## src/rtl/sdi12_pkg.sv

```systemverilog
// Shared types, codes and constants of the SDI-12 reply parser.
package sdi12_pkg;

  // Input operation codes, carried in s_tuser.
  localparam logic [1:0] OP_START = 2'd0;
  localparam logic [1:0] OP_BYTE  = 2'd1;
  localparam logic [1:0] OP_TICK  = 2'd2;

  // Result status codes.
  localparam logic [1:0] ST_DATA = 2'd0;
  localparam logic [1:0] ST_OK   = 2'd1;
  localparam logic [1:0] ST_FAIL = 2'd2;

  // Failure codes.
  localparam logic [2:0] FC_NONE        = 3'd0;
  localparam logic [2:0] FC_NO_ADDRESS  = 3'd1;
  localparam logic [2:0] FC_WRONG_ADDR  = 3'd2;
  localparam logic [2:0] FC_TIMEOUT     = 3'd3;
  localparam logic [2:0] FC_BAD_TRAILER = 3'd4;

  // Configuration register indexes.
  localparam logic [2:0] REG_SENSOR_ADDRESS = 3'd0;
  localparam logic [2:0] REG_SKIP_COUNT     = 3'd1;
  localparam logic [2:0] REG_STOP_BYTE      = 3'd2;
  localparam logic [2:0] REG_TIMEOUT_LIMIT  = 3'd3;
  localparam logic [2:0] REG_EXPECTED_LEN   = 3'd4;
  localparam logic [2:0] REG_COMMAND_LEN    = 3'd5;
  localparam logic [2:0] REG_TRIM_MODE      = 3'd6;

  localparam int CFG_INDEX_W = 3;
  localparam int CFG_DATA_W  = 16;

  // Timing constants in milliseconds.
  localparam int TICK_MS     = 9;
  localparam int ELAPSED_W   = 17;
  localparam logic [ELAPSED_W-1:0] ELAPSED_MAX = '1;
  localparam logic [ELAPSED_W-1:0] WAIT_BASE_MS = 17'd12;

  // Character constants.
  localparam logic [7:0] CH_LF    = 8'h0A;
  localparam logic [7:0] CH_ZERO  = 8'h30;
  localparam logic [7:0] CH_SPACE = 8'h20;
  localparam logic [7:0] CH_TAB   = 8'h09;

  // Parser phase, one-hot.
  typedef enum logic [2:0] {
    PH_IDLE = 3'b001,
    PH_ADDR = 3'b010,
    PH_BODY = 3'b100
  } phase_t;

  // Live configuration seen by the parser.
  typedef struct packed {
    logic [6:0]  sensor_address;
    logic [7:0]  skip_count;
    logic [7:0]  stop_byte;
    logic [15:0] timeout_limit;
    logic [7:0]  expected_len;
    logic [2:0]  command_len;
    logic        trim_mode;
  } cfg_t;

  // One result of the parser.
  typedef struct packed {
    logic       valid;
    logic [7:0] out_char;
    logic [1:0] status;
    logic [2:0] fail_code;
    logic       last;
  } res_t;

endpackage

```

## src/rtl/sdi12_cfg.sv

```systemverilog
// Configuration register file of the SDI-12 reply parser.
module sdi12_cfg
  import sdi12_pkg::*;
(
  input  logic                   clk,
  input  logic                   rst,
  input  logic                   wr_en,
  input  logic [CFG_INDEX_W-1:0] wr_index,
  input  logic [CFG_DATA_W-1:0]  wr_data,
  output cfg_t                   cfg
);

  always_ff @(posedge clk) begin
    if (rst) begin
      cfg.sensor_address <= 7'd48;
      cfg.skip_count     <= 8'd0;
      cfg.stop_byte      <= 8'd13;
      cfg.timeout_limit  <= 16'd1000;
      cfg.expected_len   <= 8'd35;
      cfg.command_len    <= 3'd4;
      cfg.trim_mode      <= 1'b0;
    end else if (wr_en) begin
      unique case (wr_index)
        REG_SENSOR_ADDRESS: cfg.sensor_address <= wr_data[6:0];
        REG_SKIP_COUNT:     cfg.skip_count     <= wr_data[7:0];
        REG_STOP_BYTE:      cfg.stop_byte      <= wr_data[7:0];
        REG_TIMEOUT_LIMIT:  cfg.timeout_limit  <= wr_data[15:0];
        REG_EXPECTED_LEN:   cfg.expected_len   <= wr_data[7:0];
        REG_COMMAND_LEN:    cfg.command_len    <= wr_data[2:0];
        REG_TRIM_MODE:      cfg.trim_mode      <= wr_data[0];
        default: ;
      endcase
    end
  end

endmodule

```

## src/rtl/sdi12_parse.sv

```systemverilog
// Reply parsing state and the per-item next-state and result logic.
module sdi12_parse
  import sdi12_pkg::*;
(
  input  logic       clk,
  input  logic       rst,
  input  cfg_t       cfg,
  input  logic       step,
  input  logic [1:0] op,
  input  logic [7:0] rx_byte,
  output res_t       res
);

  phase_t                phase, phase_next;
  logic [7:0]            skip_left, skip_left_next;
  logic                  append_on, append_on_next;
  logic [ELAPSED_W-1:0]  elapsed_ms, elapsed_ms_next;
  logic [7:0]            held0, held0_next;
  logic [7:0]            held1, held1_next;
  logic [1:0]            held_count, held_count_next;

  logic [ELAPSED_W-1:0]  wait_preset;
  logic [ELAPSED_W:0]    tick_sum;
  logic [ELAPSED_W-1:0]  tick_sat;
  logic                  appending;

  // Initial wait estimate: 12 + 8 * command_len + 8 * expected_len.
  assign wait_preset = WAIT_BASE_MS
                     + {11'd0, cfg.command_len, 3'd0}
                     + {6'd0, cfg.expected_len, 3'd0};
  assign tick_sum = {1'b0, elapsed_ms} + (ELAPSED_W+1)'(TICK_MS);
  assign tick_sat = tick_sum[ELAPSED_W] ? ELAPSED_MAX : tick_sum[ELAPSED_W-1:0];
  // The stop byte itself is not appended, and appending stays off afterward.
  assign appending = append_on && (rx_byte != cfg.stop_byte);

  always_comb begin
    phase_next      = phase;
    skip_left_next  = skip_left;
    append_on_next  = append_on;
    elapsed_ms_next = elapsed_ms;
    held0_next      = held0;
    held1_next      = held1;
    held_count_next = held_count;
    res             = '0;

    if (op == OP_START) begin
      skip_left_next  = cfg.skip_count;
      append_on_next  = 1'b1;
      held_count_next = 2'd0;
      elapsed_ms_next = wait_preset;
      if (cfg.sensor_address == 7'd0) begin
        phase_next    = PH_IDLE;
        res.valid     = 1'b1;
        res.status    = ST_FAIL;
        res.fail_code = FC_NO_ADDRESS;
        res.last      = 1'b1;
      end else begin
        phase_next = PH_ADDR;
      end
    end else if (phase != PH_IDLE && op == OP_TICK) begin
      elapsed_ms_next = tick_sat;
      if (tick_sat > {1'b0, cfg.timeout_limit}) begin
        phase_next    = PH_IDLE;
        res.valid     = 1'b1;
        res.status    = ST_FAIL;
        res.fail_code = FC_TIMEOUT;
        res.last      = 1'b1;
      end
    end else if (phase == PH_ADDR && op == OP_BYTE) begin
      if (rx_byte != {1'b0, cfg.sensor_address}) begin
        phase_next    = PH_IDLE;
        res.valid     = 1'b1;
        res.status    = ST_FAIL;
        res.fail_code = FC_WRONG_ADDR;
        res.last      = 1'b1;
      end else begin
        phase_next = PH_BODY;
      end
    end else if (phase == PH_BODY && op == OP_BYTE) begin
      if (rx_byte == CH_LF) begin
        phase_next = PH_IDLE;
        res.valid  = 1'b1;
        res.last   = 1'b1;
        if (cfg.trim_mode && (held_count != 2'd2 || held1 != CH_ZERO)) begin
          res.status    = ST_FAIL;
          res.fail_code = FC_BAD_TRAILER;
        end else begin
          res.status = ST_OK;
        end
      end else if (skip_left != 8'd0) begin
        skip_left_next = skip_left - 8'd1;
      end else begin
        append_on_next = appending;
        if (appending) begin
          if (!cfg.trim_mode) begin
            res.valid    = 1'b1;
            res.out_char = rx_byte;
            res.status   = ST_DATA;
          end else if (held_count == 2'd0) begin
            held0_next      = rx_byte;
            held_count_next = 2'd1;
          end else if (held_count == 2'd1) begin
            held1_next      = rx_byte;
            held_count_next = 2'd2;
          end else begin
            // Two bytes are held back; the oldest one leaves.
            held0_next   = held1;
            held1_next   = rx_byte;
            res.valid    = 1'b1;
            res.out_char = (held0 == CH_SPACE) ? CH_TAB : held0;
            res.status   = ST_DATA;
          end
        end
      end
    end
  end

  always_ff @(posedge clk) begin
    if (rst) begin
      phase      <= PH_IDLE;
      skip_left  <= 8'd0;
      append_on  <= 1'b1;
      elapsed_ms <= '0;
      held_count <= 2'd0;
    end else if (step) begin
      phase      <= phase_next;
      skip_left  <= skip_left_next;
      append_on  <= append_on_next;
      elapsed_ms <= elapsed_ms_next;
      held_count <= held_count_next;
    end
  end

  always_ff @(posedge clk) begin
    if (step) begin
      held0 <= held0_next;
      held1 <= held1_next;
    end
  end

`ifndef SYNTH
  a_final_goes_idle: assert property (@(posedge clk) disable iff (rst)
    step && res.valid && res.last |=> phase == PH_IDLE)
    else $error("parser did not return to idle after a final result");

  a_fail_has_code: assert property (@(posedge clk) disable iff (rst)
    res.valid && res.status == ST_FAIL |-> res.fail_code != FC_NONE && res.last)
    else $error("failure result without a failure code");

  a_held_bound: assert property (@(posedge clk) disable iff (rst)
    held_count != 2'd3)
    else $error("more than two bytes held back");
`endif

endmodule

```

## src/rtl/sdi12_reply_parser.sv

```systemverilog
// Top level of the SDI-12 reply parser: stream ports, input and result registers.
//
// The parser follows one SDI-12 sensor reply, one transaction at a time. Each
// input transaction carries an operation in s_tuser (start of a new reply, a
// received byte in s_tdata, or a 9 ms idle tick) and produces zero or one
// result transaction: a reply data byte, a successful end of reply, or a
// failure with its reason. A start transaction presets the elapsed wait to
// 12 + 8 * command_len + 8 * expected_len ms and fails at once when no sensor
// address is configured; ticks add 9 ms and fail the reply once the wait
// exceeds timeout_limit. The first received byte must be the sensor address,
// skip_count bytes after it are dropped, the stop byte ends appending, and a
// line feed ends the reply. In trim mode the last two appended bytes are held
// back and dropped, the final one must be '0', and spaces are sent as tabs.
// Each transaction is taken into an input register and then worked on by
// combinational logic that writes the result register, so one transaction
// is accepted per clock while the result register is not held by m_tready.
// The input register keeps taking work while a result waits in the output
// register; s_tready drops only when both registers are full and m_tready is
// low. Configuration registers are written through the cfg channel, which is
// always ready, and should only be changed while no reply transaction is in
// flight.
module sdi12_reply_parser
  import sdi12_pkg::*;
(
  input  logic                   clk,
  input  logic                   rst,
  // Input stream.
  input  logic                   s_tvalid,
  output logic                   s_tready,
  input  logic [7:0]             s_tdata,   // [7:0] rx_byte
  input  logic [1:0]             s_tuser,   // [1:0] op
  // Result stream.
  output logic                   m_tvalid,
  input  logic                   m_tready,
  output logic [7:0]             m_tdata,   // [7:0] out_char
  output logic [4:0]             m_tuser,   // [1:0] status, [4:2] fail_code
  output logic                   m_tlast,   // last
  // Configuration write channel.
  input  logic                   cfg_valid,
  output logic                   cfg_ready,
  input  logic [CFG_INDEX_W-1:0] cfg_index,
  input  logic [CFG_DATA_W-1:0]  cfg_data
);

  cfg_t       cfg;
  res_t       res;
  logic       in_valid;
  logic [1:0] in_op;
  logic [7:0] in_byte;
  logic       advance;
  logic       step;

  assign cfg_ready = 1'b1;

  sdi12_cfg u_cfg (
    .clk      (clk),
    .rst      (rst),
    .wr_en    (cfg_valid),
    .wr_index (cfg_index),
    .wr_data  (cfg_data),
    .cfg      (cfg)
  );

  // The stage moves when the result register is empty or being drained.
  assign advance  = !m_tvalid || m_tready;
  assign step     = in_valid && advance;
  assign s_tready = !in_valid || advance;

  always_ff @(posedge clk) begin
    if (rst) begin
      in_valid <= 1'b0;
    end else if (s_tready) begin
      in_valid <= s_tvalid;
    end
  end

  always_ff @(posedge clk) begin
    if (s_tvalid && s_tready) begin
      in_op   <= s_tuser;
      in_byte <= s_tdata;
    end
  end

  sdi12_parse u_parse (
    .clk     (clk),
    .rst     (rst),
    .cfg     (cfg),
    .step    (step),
    .op      (in_op),
    .rx_byte (in_byte),
    .res     (res)
  );

  always_ff @(posedge clk) begin
    if (rst) begin
      m_tvalid <= 1'b0;
    end else if (advance) begin
      m_tvalid <= step && res.valid;
    end
  end

  always_ff @(posedge clk) begin
    if (step && res.valid) begin
      m_tdata <= res.out_char;
      m_tuser <= {res.fail_code, res.status};
      m_tlast <= res.last;
    end
  end

`ifndef SYNTH
  a_stall_only_when_full: assert property (@(posedge clk) disable iff (rst)
    !s_tready |-> in_valid && m_tvalid && !m_tready)
    else $error("input stalled while a register was free");

  a_held_item_kept: assert property (@(posedge clk) disable iff (rst)
    in_valid && !advance |=> in_valid && $stable(in_op) && $stable(in_byte))
    else $error("pending input transaction lost during a stall");
`endif

endmodule
```

## config.mk

```make
export PLATFORM = sky130hd
export DESIGN_NAME = sdi12_reply_parser
export DESIGN_NICKNAME = d
export VERILOG_FILES = /design/src/rtl/sdi12_pkg.sv /design/src/rtl/sdi12_cfg.sv /design/src/rtl/sdi12_parse.sv /design/src/rtl/sdi12_reply_parser.sv
export SDC_FILE = /design/constraint.sdc
export NUM_CORES = 1
export LEC_CHECK = 0
export ABC_CLOCK_PERIOD_IN_PS = 4400
export BUFFER_PORTS_ARGS = -buffer_cell sky130_fd_sc_hd__clkbuf_2
export CAP_MARGIN = 40
export CORE_MARGIN = 3
export CORE_UTILIZATION = 42
export CTS_CLUSTER_SIZE = 8
export DETAILED_ROUTE_END_ITERATION = 10
export HOLD_SLACK_MARGIN = 0.06
export PLACE_DENSITY = 0.6
export SLEW_MARGIN = 20
export SYNTH_ARGS = -nofsm -noshare
export SYNTH_HDL_FRONTEND = slang
export SYNTH_SLANG_ARGS = --single-unit
```

## constraint.sdc

```tcl
create_clock -name clk -period 4.4 [get_ports clk]
set_clock_uncertainty 0.05 [all_clocks]
set_input_delay 0.44 -clock clk [delete_from_list [all_inputs] [get_ports clk]]
set_output_delay 0.44 -clock clk [all_outputs]
set_load 0.01 [all_outputs]
```

==> flow_metrics.py, run 1 <==
metrics = {
    "placement": {
        "portBuffers": 49,
        "placed_cells": 898,
        "post_dp_cell_area_sq_um": 6690,
        "dp.final_hpwl_um": 11700,
        "routabilityCongestion": 0.862,
    },
    "finish": {
        "area_delta_synth_final_pct": 16.3,
        "drive_gt1_share_pct": 14.9,
        "most_common_cell_after_layout_fill_and_taps_aside": "nand2_1",
        "antenna_cells": 0,
        "layout.nets": 796,
        "postLayoutCellArea_sq_um": 7270,
        "post_layout_nonfiller_instances": 930,
        "layout_common_cells": "nand2_1 (130), dfxtp_1 (84), a21oi_1 (59)",
        "nFillCells": 1328,
    },
    "sta": {
        "timing_worst_slew_pin_value_ns": 0.835,
        "setup_viol": 0,
        "worst_slew_margin_rel_pct": 44.3,
        "post-route-period-util_pct": 83.8,
        "accumulated_negative_setup_slack_ns": 0,
        "grt_setup_unrepaired": "false",
        "final_worst_path_period_need_ns": 3.69,
        "timing_max_transition_violations_final": 0,
        "hold_violations": 0,
        "fmax_ghz": 0.271,
        "timing.hold.ws_ns": 0.134,
    },
    "global_route": {
        "grt_pass1_wl_um": 25900,
        "groute.usage.overall_pct": 20.3,
        "grt_max_degree": 33,
        "vias_in_the_first_global_route": 5015,
        "globalRouteOverflowTotal": 0,
        "grt_antenna_before_repair": 0,
    },
    "power": {
        "p_leak_nw": 2.83,
        "vdd_drop_max_v": 0.000264,
        "p_int_mw": 2.07,
        "combPwrFrac_pct": 6.3,
        "power_switching_share_pct": 25.6,
        "power.sequential.fraction_pct": 44.3,
        "netSwitchingPower_uw": 709,
        "power.clock.fraction_pct": 49.4,
        "cellPowerDensity_nw_per_um2": 382,
    },
    "floorplan": {
        "die-width_um": 128,
        "placementRows": 43,
        "die_area_sq_um": 16400,
        "initial_core_util_pct": 44.0,
        "io_pins": 51,
        "coreArea_sq_um": 14200,
        "die_h_um": 128,
    },
    "route": {
        "routed_wirelength_um": 16100,
        "drcViolationCount": 0,
        "routed_via_density": 5.65,
        "first_pass_detailed_route_iteration_total": 5,
        "dr_total_vias": 5251,
        "ant_nets": 0,
        "initialDrtViolationCount": 393,
        "routed_wire_length_per_instance_um": 17.3,
    },
    "synth": {
        "synth-async-reset-ratio_pct": 0,
        "ys_seq_area_share_pct": 46.2,
        "synth_edf_count": 40,
        "synth.net_count": 747,
        "yosysUniqueCellTypes": 69,
        "post_synth_instance_area_sq_um": 6250,
        "yosys_register_bits": 124,
        "netlist_instances": 688,
        "synthesis.yosys.warnings": 0,
        "dominantRegCellSynth": "dfxtp_1",
        "postSynthAreaPerCell_sq_um": 9.08,
    },
    "setup_path": {
        "critical_path.startpoint_type": "register",
        "cp-end-kind": "register",
        "crit_path_frequent_cell": "nand4_1",
        "critPathMaxFanout": 14,
        "critPathSlowestCell": "nand4_1",
        "worstPathCellList": "nand4_2 -> nor3_2 -> nand4_1 -> o21ai_0 -> ha_1 -> nand4_1 -> nor4_1 -> a21o_1 -> a31oi_1 -> o31ai_1 -> nor2_1 -> buf_4",
        "cpPeakStageDelay_ns": 0.53,
        "r2r_setup_slack_ns": 0.71,
        "criticalPathCategory": "register to register",
        "worst-endpoint-required_ns": 4.47,
        "cp_data_arrival_time_ns": 3.76,
    },
    "run_status": {
        "status": "complete, no violations",
    },
    "cts": {
        "ctsRootBufferMaster": "clkbuf_16",
        "cts.hold.buffers_added": 0,
        "clock_insertion_delay_worst_skew_ns": 0.43,
        "h_tree_lvls": 4,
        "clk_path_buf_depth": 2,
        "clock_sink_count": 124,
        "cts_resized": 0,
        "inserted_clock_buffers": 17,
        "path_clk_slew_ns": 0.06,
        "post_cts_setup_buffer_count": 0,
        "tritoncts": "built",
    },
    "min_path": {
        "min_path_type": "input pin to register",
    },
    "flow_run": {
        "drv.max_cap_violation_count": 0,
    },
}
==> routing by layer <==
layer | vias up | track usage, % | routed length, um
li1 | 2562 | - | -
met5 | - | 0 | 0
met2 | 179 | 30.7 | 7170
met1 | 2490 | 28.3 | 7580
met3 | 20 | 5.21 | 1140
met4 | 0 | 6.93 | 200
==> power by group through the flow <==
stage | registers [mW] | clock network [mW] | logic, mW
after floorplan | 1.24 | 0 | 0.115
after global placement | 1.25 | 0 | 0.168
after detailed placement | 1.25 | 0 | 0.174
after CTS | 1.23 | 1.39 | 0.175
after global routing | 1.23 | 1.43 | 0.196
final | 1.23 | 1.37 | 0.176
==> sequential cells by signal (all words and copies together) (netlist names), 2 cells and up <==
register,flops
u_cfg.cfg,51
u_parse.elapsed_ms,17
in_byte,8
m_tdata,8
u_parse.held0,8
u_parse.held1,8
u_parse.skip_left,8
m_tuser,5
u_parse.phase,3
in_op,2
u_parse.held_count,2
==> kinds of logic after synthesis <==
group           Yosys count  synth area share [%]
simple gates            286                  21.9
compound gates          143                  14.9
flops                   124                  46.2
buf+inv                  54                  3.31
xor+xnor                 31                  4.35
fa+ha+maj                25                  5.13
mux                      24                  4.19
other cells               1                0.0600
==> worst paths after layout <==
kind | start | to | cells past startpoint
worst max-delay path | u_parse.elapsed_ms[5]$_SDFFE_PP0P_ | m_tuser[0]$_SDFFCE_PP0P_ | 12
worst min-delay path | s_tdata[3] | in_byte[3]$_DFFE_PP_ | 1
worst max register to register | u_parse.elapsed_ms[5]$_SDFFE_PP0P_ | m_tuser[0]$_SDFFCE_PP0P_ | 12
worst min register to register | u_cfg.cfg[27]$_SDFFE_PP0P_ | u_cfg.cfg[27]$_SDFFE_PP0P_ | 2
==> critical path: cells and delay by family, from the launching register on <==
kind                     cells  cell delay (ns)
AO/OA/AOI/OAI                4             0.90
adder cells (fa/ha/maj)      1             0.28
buffers and inverters        1             0.23
flip-flops                   1             0.44
AND/OR/NAND/NOR              6             1.48
==> cells in the mapped netlist (2+ instances only) <==
library cell | number | area share (%)
nand2_1 | 130 | 7.8
inv_1 | 28 | 1.7
o31a_1 | 2 | 0.28
o21ai_0 | 15 | 1.2
o211ai_1 | 10 | 1.2
mux2i_1 | 13 | 2.1
xor2_1 | 18 | 2.5
mux2_2 | 9 | 1.6
or4_1 | 3 | 0.36
nand4_1 | 10 | 1.0
mux2_4 | 2 | 0.48
dfxtp_1 | 84 | 27
or3_1 | 3 | 0.30
nand3_1 | 25 | 2.0
ha_1 | 24 | 4.8
a31oi_1 | 6 | 0.60
nand3b_1 | 3 | 0.36
and2_1 | 5 | 0.50
nor4_1 | 8 | 0.80
o31ai_1 | 3 | 0.36
clkbuf_1 | 22 | 1.3
nor3_1 | 6 | 0.48
nor2b_1 | 8 | 0.80
nor2_1 | 57 | 3.4
a22oi_1 | 14 | 1.7
edfxtp_1 | 40 | 19
xnor2_1 | 13 | 1.8
a222oi_1 | 5 | 0.80
buf_1 | 2 | 0.12
nor4b_1 | 2 | 0.28
o21bai_1 | 2 | 0.24
a221oi_1 | 2 | 0.28
a21oi_1 | 59 | 4.7
nor3_2 | 2 | 0.32
a21o_1 | 10 | 1.2
and3_1 | 5 | 0.50
nand2b_1 | 6 | 0.60
==> area by class of cell <==
class                   instances  area [sq um]  share of cell area [%]
multi-input cells             510          3160                    43.4
flip-flops and latches        124          2880                    39.7
clock inverters                15           150                    2.07
clock buffers                  17           425                    5.85
well taps                     180           225                    3.10
inverters                      29           109                    1.50
repair buffers                 55           318                    4.37
==> metrics by stage <==
stage / power [mW] / utilization [%] / setup slack [ns]
after global routing: 2.86 / 51.2 / 0.393
after floorplan: 1.36 / - / 0.991
after detailed placement: 1.43 / 47.1 / 0.696
after global placement: 1.42 / 46.7 / 0.761
final: 2.78 / 51.2 / 0.712
after CTS: 2.79 / 51.2 / 0.687
No activity file was read; power rests on OpenSTA's default activity.
==> inputs of run 2 (changes only) <==
- ABC_AREA: not set -> 1
- ABC_CLOCK_PERIOD_IN_PS: 4400 -> 3400
- clock period: 4.4 -> 3.4 ns (I/O delays scaled with it)
==> run 2 against run 1 <==
Compared with the run above:
- total power up 33%
- highest routed layer unchanged
- first-iteration DRC count grew 22%
- setup slack worse by 0.49 ns
- largest power group unchanged
- register-to-register slack got worse by 0.49 ns
- utilization is 1.7 points higher
- fmax increased by 16%
- critical path depth grew 13
==> flow_metrics.py, run 2 <==
metrics = {
    "run_status": {
        "status": "complete, no violations",
    },
    "power": {
        "p_leak_nw": 3.42,
        "cellPowerDensity_nw_per_um2": 477,
        "p_int_mw": 2.78,
        "power.sequential.fraction_pct": 43.3,
        "netSwitchingPower_uw": 912,
        "combPwrFrac_pct": 7.5,
        "power.clock.fraction_pct": 49.2,
        "vdd_drop_max_v": 0.000337,
        "power_switching_share_pct": 24.7,
    },
    "placement": {
        "placed_cells": 1050,
        "dp.final_hpwl_um": 11700,
        "post_dp_cell_area_sq_um": 6890,
        "placement.setup.worst_slack_ns": 0.00474,
        "routabilityCongestion": 0.878,
        "portBuffers": 49,
    },
    "global_route": {
        "groute.usage.overall_pct": 20.4,
        "globalRouteOverflowTotal": 0,
        "grt_antenna_before_repair": 0,
        "grt_pass1_wl_um": 26300,
        "grt_max_degree": 60,
        "vias_in_the_first_global_route": 5122,
    },
    "sta": {
        "hold_violations": 0,
        "accumulated_negative_setup_slack_ns": 0,
        "worst_slew_margin_rel_pct": 50.7,
        "fmax_ghz": 0.315,
        "setup_viol": 0,
        "timing_max_transition_violations_final": 0,
        "worst_slack_ns": 0.225,
        "post-route-period-util_pct": 93.4,
        "final_worst_path_period_need_ns": 3.18,
        "timing_worst_slew_pin_value_ns": 0.732,
    },
    "setup_path": {
        "critPathSlowestCell": "dfxtp_4",
        "cp_data_arrival_time_ns": 3.26,
        "worst-endpoint-required_ns": 3.49,
        "criticalPathCategory": "register to register",
        "cp-end-kind": "register",
        "critPathMaxFanout": 7,
        "critical_path.startpoint_type": "register",
        "cpPeakStageDelay_ns": 0.37,
    },
    "cts": {
        "path_clk_slew_ns": 0.06,
        "ctsRootBufferMaster": "clkbuf_16",
        "tritoncts": "built",
        "clock_insertion_delay_worst_skew_ns": 0.42,
        "clock_sink_count": 124,
        "inserted_clock_buffers": 17,
        "h_tree_lvls": 4,
        "clk_path_buf_depth": 2,
    },
    "route": {
        "routed_wire_length_per_instance_um": 15.0,
        "first_pass_detailed_route_iteration_total": 5,
        "dr_total_vias": 5558,
        "routed_via_density": 5.07,
        "ant_nets": 0,
        "drcViolationCount": 0,
        "initialDrtViolationCount": 480,
        "routed_wirelength_um": 16400,
    },
    "finish": {
        "postLayoutCellArea_sq_um": 7750,
        "antenna_cells": 0,
        "nFillCells": 1449,
        "layout_common_cells": "nand2_1 (163), inv_1 (98), nor2_1 (90)",
        "layout.nets": 959,
        "max_flop_register": "u_cfg.cfg",
        "largest_register_ff_count": 51,
        "most_common_cell_after_layout_fill_and_taps_aside": "nand2_1",
        "post_layout_nonfiller_instances": 1097,
        "drive_gt1_share_pct": 15.3,
        "area_delta_synth_final_pct": 22.1,
        "reg_top3": "u_cfg.cfg (51), u_parse.elapsed_ms (17)",
    },
    "synth": {
        "yosys_register_bits": 124,
        "synthesis.yosys.warnings": 0,
        "synth.net_count": 877,
        "synth_edf_count": 40,
        "yosysUniqueCellTypes": 48,
        "netlist_instances": 818,
        "ys_seq_area_share_pct": 45.4,
        "synthMostInstantiatedCell": "nand2_1",
        "synth_top_cell_by_area": "dfxtp_1",
        "synth_top_area_share_pct": 26.5,
        "synth-async-reset-ratio_pct": 0,
        "post_synth_main_area_contributors": "dfxtp_1 (27%), edfxtp_1 (19%), nand2_1 (10%)",
        "dominantRegCellSynth": "dfxtp_1",
        "postSynthAreaPerCell_sq_um": 7.75,
        "post_synth_instance_area_sq_um": 6340,
        "synth_common_cells": "nand2_1 (169), inv_1 (100), nor2_1 (92), dfxtp_1 (84)",
    },
    "floorplan": {
        "placementRows": 44,
        "die_area_sq_um": 16600,
        "io_pins": 51,
        "coreArea_sq_um": 14600,
        "initial_core_util_pct": 43.3,
        "die_h_um": 129,
        "die-width_um": 129,
    },
    "flow_run": {
        "drv.max_cap_violation_count": 0,
    },
    "min_path": {
        "min_path_type": "input pin to register",
    },
}
-- run 2: cell families after synthesis --
| group | share of synthesized area, % |
|---|---|
| AOI/OAI and AO/OA | 14.1 |
| xor gates and xnor gates | 3.73 |
| adders and majority gates | 5.05 |
| buffers and inverters | 7.65 |
| DFF | 45.4 |
| other | 0.0591 |
| and+or+nand+nor | 23.9 |
-- run 2: worst paths after layout --
kind	startpoint	endpoint	slack, ns	depth (start not counted)
max	u_parse.elapsed_ms[0]$_SDFFE_PP0P_	m_tuser[2]$_DFFE_PP_	0.22	25
min	cfg_data[9]	u_cfg.cfg[21]$_SDFFE_PP1P_	0.09	3
max reg2reg	u_parse.elapsed_ms[0]$_SDFFE_PP0P_	m_tuser[2]$_DFFE_PP_	0.22	25
min reg2reg	u_cfg.cfg[25]$_SDFFE_PP0P_	u_cfg.cfg[25]$_SDFFE_PP0P_	0.42	2
-- run 2: power by group through the flow --
stage	registers [mW]	clock network (mW)	logic [mW]
6_report	1.60	1.82	0.277
5_1_grt	1.60	1.92	0.317
4_1_cts	1.60	1.84	0.271
3_5_place_dp	1.63	0	0.260
3_3_place_gp	1.63	0	0.260
2_1_floorplan	1.62	0	0.171
-- run 2: cell type report --
type,instances,area [sq um],share of cell area (%)
Sequential cell,124,2890,37.3
Tap cell,184,230,2.97
Clock buffer,18,439,5.67
Clock inverter,14,158,2.04
Multi-Input combinational cell,569,3090,39.8
Timing Repair Buffer,81,541,6.98
Inverter,107,403,5.20
-- run 2: critical path: cells and delay by family (launching register included) --
kind / cells / cell delay (ns)
flops: 1 / 0.37
compound gates: 1 / 0.07
simple gates: 17 / 1.28
fa+ha+maj: 2 / 0.44
xor+xnor: 1 / 0.19
buf+inv: 4 / 0.49
-- run 2: layer usage --
| layer | wire length, um | up-vias | GRT usage, % |
|---|---|---|---|
| li1 | - | 2890 | - |
| met1 | 8150 | 2526 | 29.7 |
| met2 | 7130 | 123 | 29.7 |
| met3 | 853 | 19 | 4.94 |
| met4 | 275 | 0 | 7.10 |
| met5 | 0 | - | 0 |
-- run 2: through the flow --
| stage | utilization, % | hold slack (ns) | power [mW] |
|---|---|---|---|
| after floorplan | - | 0.380 | 1.79 |
| after CTS | 51.9 | 0.0793 | 3.71 |
| final | 52.9 | 0.0883 | 3.69 |
| after global placement | 47.1 | 0.405 | 1.89 |
| after detailed placement | 47.1 | 0.408 | 1.89 |
| after global routing | 52.9 | 0.0969 | 3.84 |
-- run 2: repair_timing --
item                                    CTS  global route
gates cloned                              0             2
endpoints found under the setup margin   14            22
setup buffers                             0             3
hold endpoints to repair                 10             0
pin swaps                                 0             8
gates resized for setup                   1            23
hold buffers                             10             0
